==> src/rtl/ilt_pkg.sv <==
// Package for the INI line tokenizer: parse phases, line classes and byte classes.
`default_nettype none

package ilt_pkg;

   typedef enum logic [3:0] {
      PH_LEAD,
      PH_COMMENT,
      PH_SECT_NAME,
      PH_SECT_TAIL,
      PH_SECT_DONE,
      PH_KEY,
      PH_EQ,
      PH_VALUE,
      PH_QUOTED,
      PH_VALUE_TAIL,
      PH_KV_PLAIN,
      PH_KV_QUOTED,
      PH_ERROR
   } phase_type;

   typedef enum logic [1:0] {
      CLS_BLANK   = 2'd0,
      CLS_SECTION = 2'd1,
      CLS_KEYVAL  = 2'd2,
      CLS_ERROR   = 2'd3
   } line_class_type;

   localparam logic [7:0] CH_NUL    = 8'h00;
   localparam logic [7:0] CH_TAB    = 8'h09;
   localparam logic [7:0] CH_LF     = 8'h0A;
   localparam logic [7:0] CH_CR     = 8'h0D;
   localparam logic [7:0] CH_SPACE  = 8'h20;
   localparam logic [7:0] CH_FIRST  = 8'd33;
   localparam logic [7:0] CH_QUOTE  = 8'h22;
   localparam logic [7:0] CH_HASH   = 8'h23;
   localparam logic [7:0] CH_SEMI   = 8'h3B;
   localparam logic [7:0] CH_EQUALS = 8'h3D;
   localparam logic [7:0] CH_LBRACK = 8'h5B;
   localparam logic [7:0] CH_RBRACK = 8'h5D;

   localparam logic KIND_DATA = 1'b0;
   localparam logic KIND_END  = 1'b1;

   localparam logic [15:0] LINE_MAX = 16'hFFFF;

   function automatic logic is_ws(input logic [7:0] b);
      return (b == CH_SPACE) || (b == CH_TAB);
   endfunction

   function automatic logic is_normal(input logic [7:0] b);
      return (b >= CH_FIRST) && (b != CH_QUOTE) && (b != CH_SEMI) && (b != CH_HASH) &&
             (b != CH_LBRACK) && (b != CH_RBRACK) && (b != CH_EQUALS);
   endfunction

   function automatic logic is_stop(input logic [7:0] b);
      return (b == CH_SEMI) || (b == CH_HASH) || (b == CH_NUL);
   endfunction

endpackage : ilt_pkg

`default_nettype wire

==> src/rtl/ini_line_tokenizer.sv <==
// Top level of the INI line tokenizer: per-byte parse state and the line result register.
`default_nettype none

// The tokenizer takes an INI text one byte per transaction and returns one
// result transaction for each line, issued when a newline byte or an end of
// input transaction closes that line. Carriage returns are dropped without a
// result. Every input transaction is handled as it is accepted: the per-byte
// parse state is updated at the edge at which the byte is accepted, and a
// closing transaction loads the line's classification into the result
// register at that same edge, so the result is offered in the next cycle. The
// block sustains one byte per cycle; it stalls the input only while a result
// waits in the result register and the downstream side is not taking it, as
// that single register is the only place where a result is held. There is no
// memory and no clearing pass, so the block is ready straight after reset.
// Lines holding more than MAX_LINE bytes are reported as syntax errors with
// too_long set and all positions zero; columns and lengths wrap modulo 256
// when MAX_LINE is above 256.
module ini_line_tokenizer #(
   parameter int MAX_LINE = 256
) (
   input  wire logic                  clock,
   input  wire logic                  reset,
   input  wire logic                  req_valid,
   output logic                       req_ready,
   input  wire logic                  req_kind,
   input  wire logic [7:0]            req_byte_req,
   output logic                       rsp_valid,
   input  wire logic                  rsp_ready,
   output ilt_pkg::line_class_type    rsp_line_class,
   output logic [15:0]                rsp_line_number,
   output logic [7:0]                 rsp_name_start,
   output logic [7:0]                 rsp_name_length,
   output logic [7:0]                 rsp_value_start,
   output logic [7:0]                 rsp_value_length,
   output logic                       rsp_value_quoted,
   output logic                       rsp_too_long,
   output logic                       rsp_is_last
);
   import ilt_pkg::*;

   // The column counter must be able to hold MAX_LINE itself.
   localparam int CW = $clog2(MAX_LINE + 1);

   // Per-line parse state.
   phase_type       phase_ff,            phase_in;
   logic [CW-1:0]   column_ff,           column_in;
   logic [7:0]      name_begin_ff,       name_begin_in;
   logic [7:0]      name_last_ff,        name_last_in;
   logic [7:0]      value_begin_ff,      value_begin_in;
   logic [7:0]      value_last_ff,       value_last_in;
   logic [15:0]     line_counter_ff,     line_counter_in;
   logic            overlong_ff,         overlong_in;

   // Result register.
   logic            rsp_valid_ff,        rsp_valid_in;
   line_class_type  res_class_ff,        res_class_in;
   logic [15:0]     res_line_ff;
   logic [7:0]      res_name_start_ff,   res_name_start_in;
   logic [7:0]      res_name_len_ff,     res_name_len_in;
   logic [7:0]      res_value_start_ff,  res_value_start_in;
   logic [7:0]      res_value_len_ff,    res_value_len_in;
   logic            res_quoted_ff,       res_quoted_in;
   logic            res_too_long_ff;
   logic            res_is_last_ff;

   logic            accept;
   logic            is_end;
   logic            is_lf;
   logic            is_cr;
   logic            closing;
   logic [7:0]      b;
   logic [7:0]      c8;

   // A new transaction can be taken whenever the result register is free or
   // is being emptied in this very cycle.
   assign req_ready = !rsp_valid_ff || rsp_ready;
   assign accept    = req_valid && req_ready;

   assign b       = req_byte_req;
   assign is_end  = (req_kind == KIND_END);
   assign is_lf   = (req_kind == KIND_DATA) && (b == CH_LF);
   assign is_cr   = (req_kind == KIND_DATA) && (b == CH_CR);
   assign closing = accept && (is_end || is_lf);
   assign c8      = column_ff[7:0];

   // Classification of the line as it stands, ready to be loaded into the
   // result register when the line is closed.
   always_comb begin
      res_class_in       = CLS_ERROR;
      res_name_start_in  = '0;
      res_name_len_in    = '0;
      res_value_start_in = '0;
      res_value_len_in   = '0;
      res_quoted_in      = 1'b0;
      if (!overlong_ff) begin
         case (phase_ff)
            PH_LEAD, PH_COMMENT: begin
               res_class_in = CLS_BLANK;
            end
            PH_SECT_TAIL, PH_SECT_DONE: begin
               res_class_in = CLS_SECTION;
            end
            PH_VALUE, PH_KV_PLAIN, PH_VALUE_TAIL, PH_KV_QUOTED: begin
               res_class_in       = CLS_KEYVAL;
               res_quoted_in      = (phase_ff == PH_VALUE_TAIL) ||
                                    (phase_ff == PH_KV_QUOTED);
               res_value_start_in = value_begin_ff;
               res_value_len_in   = value_last_ff + 8'd1 - value_begin_ff;
            end
            default: begin
               res_class_in = CLS_ERROR;
            end
         endcase
         if ((res_class_in == CLS_SECTION) || (res_class_in == CLS_KEYVAL)) begin
            res_name_start_in = name_begin_ff;
            res_name_len_in   = name_last_ff + 8'd1 - name_begin_ff;
         end
      end
   end

   // Next parse state for the accepted transaction.
   always_comb begin
      phase_in        = phase_ff;
      column_in       = column_ff;
      name_begin_in   = name_begin_ff;
      name_last_in    = name_last_ff;
      value_begin_in  = value_begin_ff;
      value_last_in   = value_last_ff;
      line_counter_in = line_counter_ff;
      overlong_in     = overlong_ff;

      if (closing) begin
         // A closed line starts the next one afresh; end of input also
         // restarts the line count for a following text.
         phase_in       = PH_LEAD;
         column_in      = '0;
         name_begin_in  = '0;
         name_last_in   = '0;
         value_begin_in = '0;
         value_last_in  = '0;
         overlong_in    = 1'b0;
         if (is_end) begin
            line_counter_in = 16'd1;
         end else if (line_counter_ff != LINE_MAX) begin
            line_counter_in = line_counter_ff + 16'd1;
         end
      end else if (accept && !is_cr && !overlong_ff) begin
         if (column_ff >= CW'(MAX_LINE)) begin
            // Once a line is too long the rest of it is ignored.
            overlong_in = 1'b1;
         end else begin
            column_in = column_ff + CW'(1);
            case (phase_ff)
               PH_LEAD: begin
                  if (is_ws(b)) begin
                  end else if (is_stop(b)) begin
                     phase_in = PH_COMMENT;
                  end else if (b == CH_LBRACK) begin
                     name_begin_in = c8 + 8'd1;
                     name_last_in  = c8;
                     phase_in      = PH_SECT_NAME;
                  end else if (is_normal(b)) begin
                     name_begin_in = c8;
                     name_last_in  = c8;
                     phase_in      = PH_KEY;
                  end else begin
                     phase_in = PH_ERROR;
                  end
               end
               PH_SECT_NAME: begin
                  if (is_normal(b) || is_ws(b)) begin
                  end else if (b == CH_RBRACK) begin
                     name_last_in = c8 - 8'd1;
                     phase_in     = PH_SECT_TAIL;
                  end else begin
                     phase_in = PH_ERROR;
                  end
               end
               PH_SECT_TAIL: begin
                  if (is_ws(b)) begin
                  end else if (is_stop(b)) begin
                     phase_in = PH_SECT_DONE;
                  end else begin
                     phase_in = PH_ERROR;
                  end
               end
               PH_KEY: begin
                  if (is_normal(b)) begin
                     name_last_in = c8;
                  end else if (is_ws(b)) begin
                  end else if (b == CH_EQUALS) begin
                     phase_in = PH_EQ;
                  end else begin
                     phase_in = PH_ERROR;
                  end
               end
               PH_EQ: begin
                  if (is_ws(b)) begin
                  end else if (b == CH_QUOTE) begin
                     value_begin_in = c8 + 8'd1;
                     value_last_in  = c8;
                     phase_in       = PH_QUOTED;
                  end else if (is_normal(b)) begin
                     value_begin_in = c8;
                     value_last_in  = c8;
                     phase_in       = PH_VALUE;
                  end else begin
                     phase_in = PH_ERROR;
                  end
               end
               PH_VALUE: begin
                  if (is_normal(b)) begin
                     value_last_in = c8;
                  end else if (is_ws(b)) begin
                  end else if (is_stop(b)) begin
                     phase_in = PH_KV_PLAIN;
                  end else begin
                     phase_in = PH_ERROR;
                  end
               end
               PH_QUOTED: begin
                  // Inside quotes anything goes except a zero byte.
                  if (b == CH_QUOTE) begin
                     value_last_in = c8 - 8'd1;
                     phase_in      = PH_VALUE_TAIL;
                  end else if (b == CH_NUL) begin
                     phase_in = PH_ERROR;
                  end
               end
               PH_VALUE_TAIL: begin
                  if (is_ws(b)) begin
                  end else if (is_stop(b)) begin
                     phase_in = PH_KV_QUOTED;
                  end else begin
                     phase_in = PH_ERROR;
                  end
               end
               default: begin
                  // Comment, finished and error phases absorb the rest of the line.
                  phase_in = phase_ff;
               end
            endcase
         end
      end
   end

   // The result register fills on a closing transaction and empties when the
   // downstream side takes it.
   always_comb begin
      rsp_valid_in = rsp_valid_ff;
      if (closing) begin
         rsp_valid_in = 1'b1;
      end else if (rsp_ready) begin
         rsp_valid_in = 1'b0;
      end
   end

   always_ff @(posedge clock) begin
      if (reset) begin
         phase_ff        <= PH_LEAD;
         column_ff       <= '0;
         name_begin_ff   <= '0;
         name_last_ff    <= '0;
         value_begin_ff  <= '0;
         value_last_ff   <= '0;
         line_counter_ff <= 16'd1;
         overlong_ff     <= 1'b0;
         rsp_valid_ff    <= 1'b0;
      end else begin
         phase_ff        <= phase_in;
         column_ff       <= column_in;
         name_begin_ff   <= name_begin_in;
         name_last_ff    <= name_last_in;
         value_begin_ff  <= value_begin_in;
         value_last_ff   <= value_last_in;
         line_counter_ff <= line_counter_in;
         overlong_ff     <= overlong_in;
         rsp_valid_ff    <= rsp_valid_in;
      end
   end

   always_ff @(posedge clock) begin
      if (closing) begin
         res_class_ff       <= res_class_in;
         res_line_ff        <= line_counter_ff;
         res_name_start_ff  <= res_name_start_in;
         res_name_len_ff    <= res_name_len_in;
         res_value_start_ff <= res_value_start_in;
         res_value_len_ff   <= res_value_len_in;
         res_quoted_ff      <= res_quoted_in;
         res_too_long_ff    <= overlong_ff;
         res_is_last_ff     <= is_end;
      end
   end

   assign rsp_valid        = rsp_valid_ff;
   assign rsp_line_class   = res_class_ff;
   assign rsp_line_number  = res_line_ff;
   assign rsp_name_start   = res_name_start_ff;
   assign rsp_name_length  = res_name_len_ff;
   assign rsp_value_start  = res_value_start_ff;
   assign rsp_value_length = res_value_len_ff;
   assign rsp_value_quoted = res_quoted_ff;
   assign rsp_too_long     = res_too_long_ff;
   assign rsp_is_last      = res_is_last_ff;

`ifndef SYNTHESIS
   // The column never runs past the line limit.
   a_column_bound: assert property (@(posedge clock) disable iff (reset)
      column_ff <= CW'(MAX_LINE))
      else $error("column counter beyond line limit");

   // An overlong line is always a syntax error with no positions.
   a_too_long_error: assert property (@(posedge clock) disable iff (reset)
      rsp_valid && rsp_too_long |-> rsp_line_class == CLS_ERROR &&
      rsp_name_length == 8'd0 && rsp_value_length == 8'd0)
      else $error("overlong line reported with positions or wrong class");

   // Only key value lines carry a value.
   a_value_only_keyval: assert property (@(posedge clock) disable iff (reset)
      rsp_valid && rsp_line_class != CLS_KEYVAL |->
      rsp_value_start == 8'd0 && rsp_value_length == 8'd0 && !rsp_value_quoted)
      else $error("value fields set on a line without a value");

   // After end of input the line count restarts at one.
   a_restart_count: assert property (@(posedge clock) disable iff (reset)
      closing && is_end |=> line_counter_ff == 16'd1)
      else $error("line count not restarted after end of input");
`endif

endmodule : ini_line_tokenizer

`default_nettype wire

==> config.mk <==
export PLATFORM = sky130hd
export DESIGN_NAME = ini_line_tokenizer
export DESIGN_NICKNAME = d
export VERILOG_FILES = /design/src/rtl/ilt_pkg.sv /design/src/rtl/ini_line_tokenizer.sv
export SDC_FILE = /design/constraint.sdc
export NUM_CORES = 1
export LEC_CHECK = 0
export BUFFER_PORTS_ARGS = -buffer_cell sky130_fd_sc_hd__buf_4
export CAP_MARGIN = 5
export CORE_MARGIN = 5
export CORE_UTILIZATION = 25
export CTS_CLUSTER_DIAMETER = 50
export DETAILED_ROUTE_END_ITERATION = 8
export GPL_TIMING_DRIVEN = 1
export SLEW_MARGIN = 20
export SYNTH_ARGS = -nofsm -noshare
export SYNTH_HDL_FRONTEND = slang
export SYNTH_SLANG_ARGS = --single-unit
==> constraint.sdc <==
create_clock -name clock -period 8.7 [get_ports clock]
set_clock_uncertainty 0.2 [all_clocks]
set_input_delay 0.87 -clock clock [delete_from_list [all_inputs] [get_ports clock]]
set_output_delay 0.87 -clock clock [all_outputs]
set_load 0.01 [all_outputs]
### Yosys cells after proc, flatten, opt, wreduce, memory -nomap -nowiden

Index checks and enable logic that the tools add are counted.

| storage, ports and cells | value |
|---|---|
| output and inout port bits | 55 |
| word-level logic and storage cells | 166 |
| input port bits | 13 |
| flip-flop bits (word level) | 116 |

| operators by class | value |
|---|---|
| $add $sub $neg | 8 |
| mux-type cells | 43 |
| equal/unequal tests | 43 |
| reduce and logical (&&, ||, !) cells | 46 |
| bitwise operators | 6 |
| magnitude comparators | 2 |

Operators with widths:

| kind | number |
|---|---|
| $mux W8 | 13 |
| $mux W4 | 19 |
| $pmux W8 S3 | 2 |
| $eq A8 B6 Y1 const B | 5 |
| $mux W16 | 2 |
| $ne A8 B6 Y1 const B | 4 |
| $pmux W4 S8 | 1 |
| $add A8 B1 Y8 const B | 3 |
| $eq A8 B4 Y1 const B | 3 |
| $ne A2 B2 Y1 const B | 12 |
| $add A16 B1 Y16 const B | 1 |
| $eq A4 B3 Y1 const B | 4 |
| $eq A4 B4 Y1 const B | 4 |
| $eq A8 B7 Y1 const B | 2 |
| $ne A16 B16 Y1 const B | 1 |
| $ne A8 B7 Y1 const B | 2 |
| $sub A8 B8 Y8 | 2 |
| $reduce_and A13 Y1 | 1 |
| $logic_and A1 B1 Y1 | 12 |
| $reduce_and A5 Y1 | 2 |
| $reduce_or A2 Y1 | 5 |
| $add A9 B1 Y9 const B | 1 |
| $ge A9 B9 Y1 const B | 1 |
| $eq A4 B2 Y1 const B | 2 |
| other kinds (22) | 44 |

### Logic depth before layout (Yosys ltp)

| logic depth | value |
|---|---|
| depth in word-level cells | 12 |
| depth in mapped cells | 12 |
| depth with buffers taken out | 12 |

### Worst setup path before layout

Ideal clock, no wire load.

| path | value |
|---|---|
| path kind | input to register |
| start point | in req_byte_req[6] |
| end point | reg name_begin_ff[2] |
| arrival | 3.118 ns |
| stages | 9 |
| path buffers | 4 |
| required time | 8.358 ns |
| path slack | 5.240 ns |
| setup time | 0.142 ns |
| path through | buf_2 -> nor4b_1 -> a31o_2 -> and2_1 -> buf_2 -> or2_1 -> clkbuf_1 -> clkbuf_1 -> a211oi_1 |

| between the ends | value |
|---|---|
| elaborated cells between the ends (all ways) | 37 |
| those cells by class | order compare: 1; eq/ne: 13; mux: 1; bitwise: 2; reduce/logical: 20 |

RTL lines:

| element | RTL line | source |
|---|---|---|
| start: declaration | ini_line_tokenizer.sv:26 | `input wire logic [7:0] req_byte_req,` |
| $eq A8 B4 Y1 | ini_line_tokenizer.sv:81 | `assign is_lf = (req_kind == KIND_DATA) && (b == CH_LF);` |
| $logic_and A1 B1 Y1 | ini_line_tokenizer.sv:81 |  |
| $logic_or A1 B1 Y1 | ini_line_tokenizer.sv:83 | `assign closing = accept && (is_end \|\| is_lf);` |
| $logic_and A1 B1 Y1 | ini_line_tokenizer.sv:83 |  |
| named net closing | ini_line_tokenizer.sv:70 | `logic closing;` |
| $reduce_or A2 Y1 (no line) | -- |  |
| end signal: assignment | ini_line_tokenizer.sv:272 | `name_begin_ff <= name_begin_in;` |
| end: declaration | ini_line_tokenizer.sv:47 | `logic [7:0] name_begin_ff, name_begin_in;` |

The timed path passes the listed nets, and every way through them passes these cells.
A chain may end at the register's enable or synchronous reset.

### Worst setup path after layout

| path | value |
|---|---|
| start point | reg phase_ff[3] |
| end point | reg value_last_ff[4] |

| between the ends | value |
|---|---|
| cells in the longest elaborated chain, start to end | 3 |
| elaborated cells between the ends (all ways) | 8 |
| those cells by class | eq/ne: 5; mux: 1; reduce/logical: 2 |

Ends and longest elaborated chain:

| element | RTL line | source |
|---|---|---|
| start: declaration | ini_line_tokenizer.sv:45 | `phase_type phase_ff, phase_in;` |
| start signal: assignment | ini_line_tokenizer.sv:270 | `phase_ff <= phase_in;` |
| $eq A4 B4 Y1 / $eq A4 B3 Y1 (equally long branches) | ini_line_tokenizer.sv:153 | `case (phase_ff)` |
| $ne A2 B2 Y1 (no line) / $reduce_bool A3 Y1 (equally long branches) | -- |  |
| $reduce_and A5 Y1 (no line) | -- |  |
| end signal: assignment | ini_line_tokenizer.sv:275 | `value_last_ff <= value_last_in;` |
| end: declaration | ini_line_tokenizer.sv:50 | `logic [7:0] value_last_ff, value_last_in;` |

Parallel ways exist; a longest one is shown, timed or not.

==> impl_metrics.json <==
{
  "drive_above_1_share_pct": 16.3,
  "hold_viol": 0,
  "crit_path_start_kind": "flop",
  "cp-end-kind": "flop",
  "ys_ff_latch": 116,
  "synthSimpleGateAreaFrac_pct": 22.6,
  "hpwl_um": 14100,
  "combPwrFrac_pct": 18.8,
  "io-pin-count": 68,
  "fin_nets": 882,
  "clockBufferDepth": 2,
  "gp_congestion": 0.912,
  "start_util_pct": 25.4,
  "synthArstFlopShare_pct": 0,
  "relSlewSlack_pct": 35.6,
  "clk_pin_slew_ns": 0.06,
  "power_density_nw_per_um2": 188,
  "whs_ns": 0.279,
  "crit_path_max_fanout": 20,
  "switching_share_pct": 30.2,
  "die_width_um": 178,
  "n_fill_cell": 2955,
  "drtIter0Drc": 663,
  "post-route-period-util_pct": 36.0,
  "viasPerCell": 5.06,
  "min_period_ns": 3.14,
  "wl_per_cell_um": 15.8,
  "intPower_uw": 1110,
  "antenna_left": 0,
  "slew_viol_final": 0,
  "syn-num-nets": 842,
  "synth_xor_xnor_area_share_pct": 5.68,
  "status": "finished, final reports clean",
  "dieArea_sq_um": 31800,
  "postCtsHoldBufs": 0,
  "p_switching_uw": 478,
  "regArea_sq_um": 2850,
  "syn_inst": 796,
  "multi_input_area_sq_um": 3870,
  "worst_slack_ns": 5.56,
  "route.detailed.drc": 0,
  "placed_cell_area_sq_um": 7890,
  "ir_drop_uv": 109,
  "syn-mean-instance-area_sq_um": 8.91,
  "synth_seq_area_share_pct": 40.2,
  "routed_wl_um": 19400,
  "synth_top_family_by_area": "simple AND/OR/NAND/NOR gates",
  "synth-edff-count": 53,
  "grt_setup_unrepaired": "no",
  "numCtsBuffers": 17,
  "grt_pass1_vias": 5698,
  "synth_compound_area_share_pct": 18.5,
  "final-setup-viol-count": 0,
  "groute.usage.overall_pct": 12.2,
  "drt-pass1-iter-count": 6,
  "grt_pass1_wl_um": 30900,
  "final_area_sq_um": 8450,
  "cts_resized": 0,
  "postCtsSetupRepairBufs": 0,
  "grt_overflow_total": 0,
  "layout_commonest_cell": "nor2_1",
  "cp.required_ns": 8.81,
  "grt_max_degree": 61,
  "cts_tree": "built",
  "drv_cap": 0,
  "antenna_found_initial": 0,
  "cts_max_level": 4,
  "hold_class": "reg -> reg",
  "reg2reg_from": "phase_ff[3]",
  "worst-setup-path-type": "reg -> reg",
  "synth_ff_type": "dfxtp_1",
  "root_buffer": "clkbuf_16",
  "synth_mux_area_share_pct": 1.61,
  "final_cell_mix": "nor2_1 (93), buf_4 (72), dfxtp_1 (63)",
  "ys_warn_count": 0,
  "tightest_slew_ns": 0.961,
  "finalPower_uw": 1580,
  "post-place-ws_ns": 5.08,
  "insertion_delay_ns": 0.42,
  "io_buffers": 67,
  "synthAdderAreaFrac_pct": 6.03,
  "setup_tns_ns": 0,
  "rows": 61,
  "core-area_sq_um": 27900,
  "area_delta_synth_final_pct": 19.1,
  "clock_power_share_pct": 41.4,
  "worstHoldStart": "line_counter_ff[4]",
  "vias": 6214,
  "die_y_um": 178,
  "netlist_area_sq_um": 7090,
  "clock-sinks": 116,
  "worstSetupStartpoint": "phase_ff[3]",
  "fmax_mhz": 319,
  "cellLeakagePower_uw": 0.00300,
  "synth_cell_types": 76,
  "antenna_cells": 0,
  "p_seq_share_pct": 39.8,
  "crit_arrival_ns": 3.24
}
## path summary, 6_finish.rpt
path,endpoint,slack (ns),cells past startpoint
setup / recovery,value_last_ff[4],5.56,6
setup reg to reg,value_last_ff[4],5.56,6
hold / removal,rsp_line_number[4],0.28,0
hold reg to reg,rsp_line_number[4],0.28,0
## state kept, by name, summed over array words and instances, names as in the netlist
register and cells:
rsp_value_start 8, rsp_is_last 1, rsp_line_class 2, phase_ff 4
overlong_ff 1, rsp_too_long 1, rsp_value_quoted 1, name_begin_ff 8
value_last_ff 8, line_counter_ff 16, rsp_line_number 16, rsp_name_length 8
rsp_name_start 8, value_begin_ff 8, rsp_valid 1, column_ff 9
rsp_value_length 8, name_last_ff 8
## metal layers
| metal | GRT usage (%) | share of wire (%) | up-vias | wire, um |
|---|---|---|---|---|
| met5 | 0 | 0 | - | 0 |
| met4 | 4.41 | 2.1 | 0 | 406 |
| met3 | 2.65 | 6.9 | 30 | 1350 |
| met2 | 18.6 | 45 | 236 | 8640 |
| met1 | 17.0 | 46 | 2956 | 9020 |
| li1 | - | - | 2992 | - |
## worst max-delay path, stage by stage (launching register included)
cell and delay (ns):
dfxtp_1 0.72, nor3b_1 0.49, nand2b_1 0.46, a21oi_1 0.42, o22ai_1 0.14, a221o_1 0.37, a32o_1 0.21
## cell families after synthesis
kind of cell / Yosys count
muxes: 11
and+or+nand+nor: 311
xor gates and xnor gates: 46
AOI/OAI and AO/OA: 187
adders and majority gates: 33
buffers and inverters: 92
DFF: 116
## area by class of cell
type	count	share of cell area (%)
repair buffers	72	6.40
clock buffers	17	5.03
inverters	41	1.82
flip-flops and latches	116	33.8
clock inverters	15	1.61
well taps	378	5.60
multi-input cells	588	45.8
## stage by stage
step | std cells | util (%)
finish | 1227 | 30.2
CTS | 1227 | 30.2
floorplan | 796 | -
global placement | 1195 | 28.2
global route | 1227 | 30.2
detailed placement | 1195 | 28.2
## cell usage after synthesis, types with 6 or more instances
master / number / area, sq um
nor2_1: 94 / 353
dfxtp_1: 63 / 1260
edfxtp_1: 53 / 1590
nand2_1: 53 / 199
a21oi_1: 47 / 235
inv_1: 40 / 150
nand3_1: 35 / 175
clkbuf_1: 34 / 128
o21ai_0: 32 / 160
ha_1: 31 / 388
xor2_1: 27 / 236
nor3_1: 20 / 100
xnor2_1: 19 / 166
nand4_1: 17 / 106
and3_1: 14 / 87.6
a211oi_1: 13 / 97.6
and2_1: 13 / 81.3
buf_2: 10 / 50.1
nor2b_1: 10 / 62.6
a21o_1: 9 / 67.6
o221ai_1: 9 / 78.8
a211oi_2: 8 / 100
mux2i_1: 8 / 80.1
o21a_1: 8 / 60.1
nand2b_1: 7 / 43.8
nor3b_1: 7 / 52.6
o31ai_1: 7 / 52.6
a31oi_1: 6 / 37.5
## power groups by stage
stage | sequential, uW | combinational (uW) | clock, uW
2_1_floorplan | 625 | 224 | 0
3_3_place_gp | 642 | 293 | 0
3_5_place_dp | 642 | 296 | 0
4_1_cts | 631 | 297 | 671
5_1_grt | 635 | 327 | 696
6_report | 631 | 298 | 656
Power figures use the tool's default switching activity.
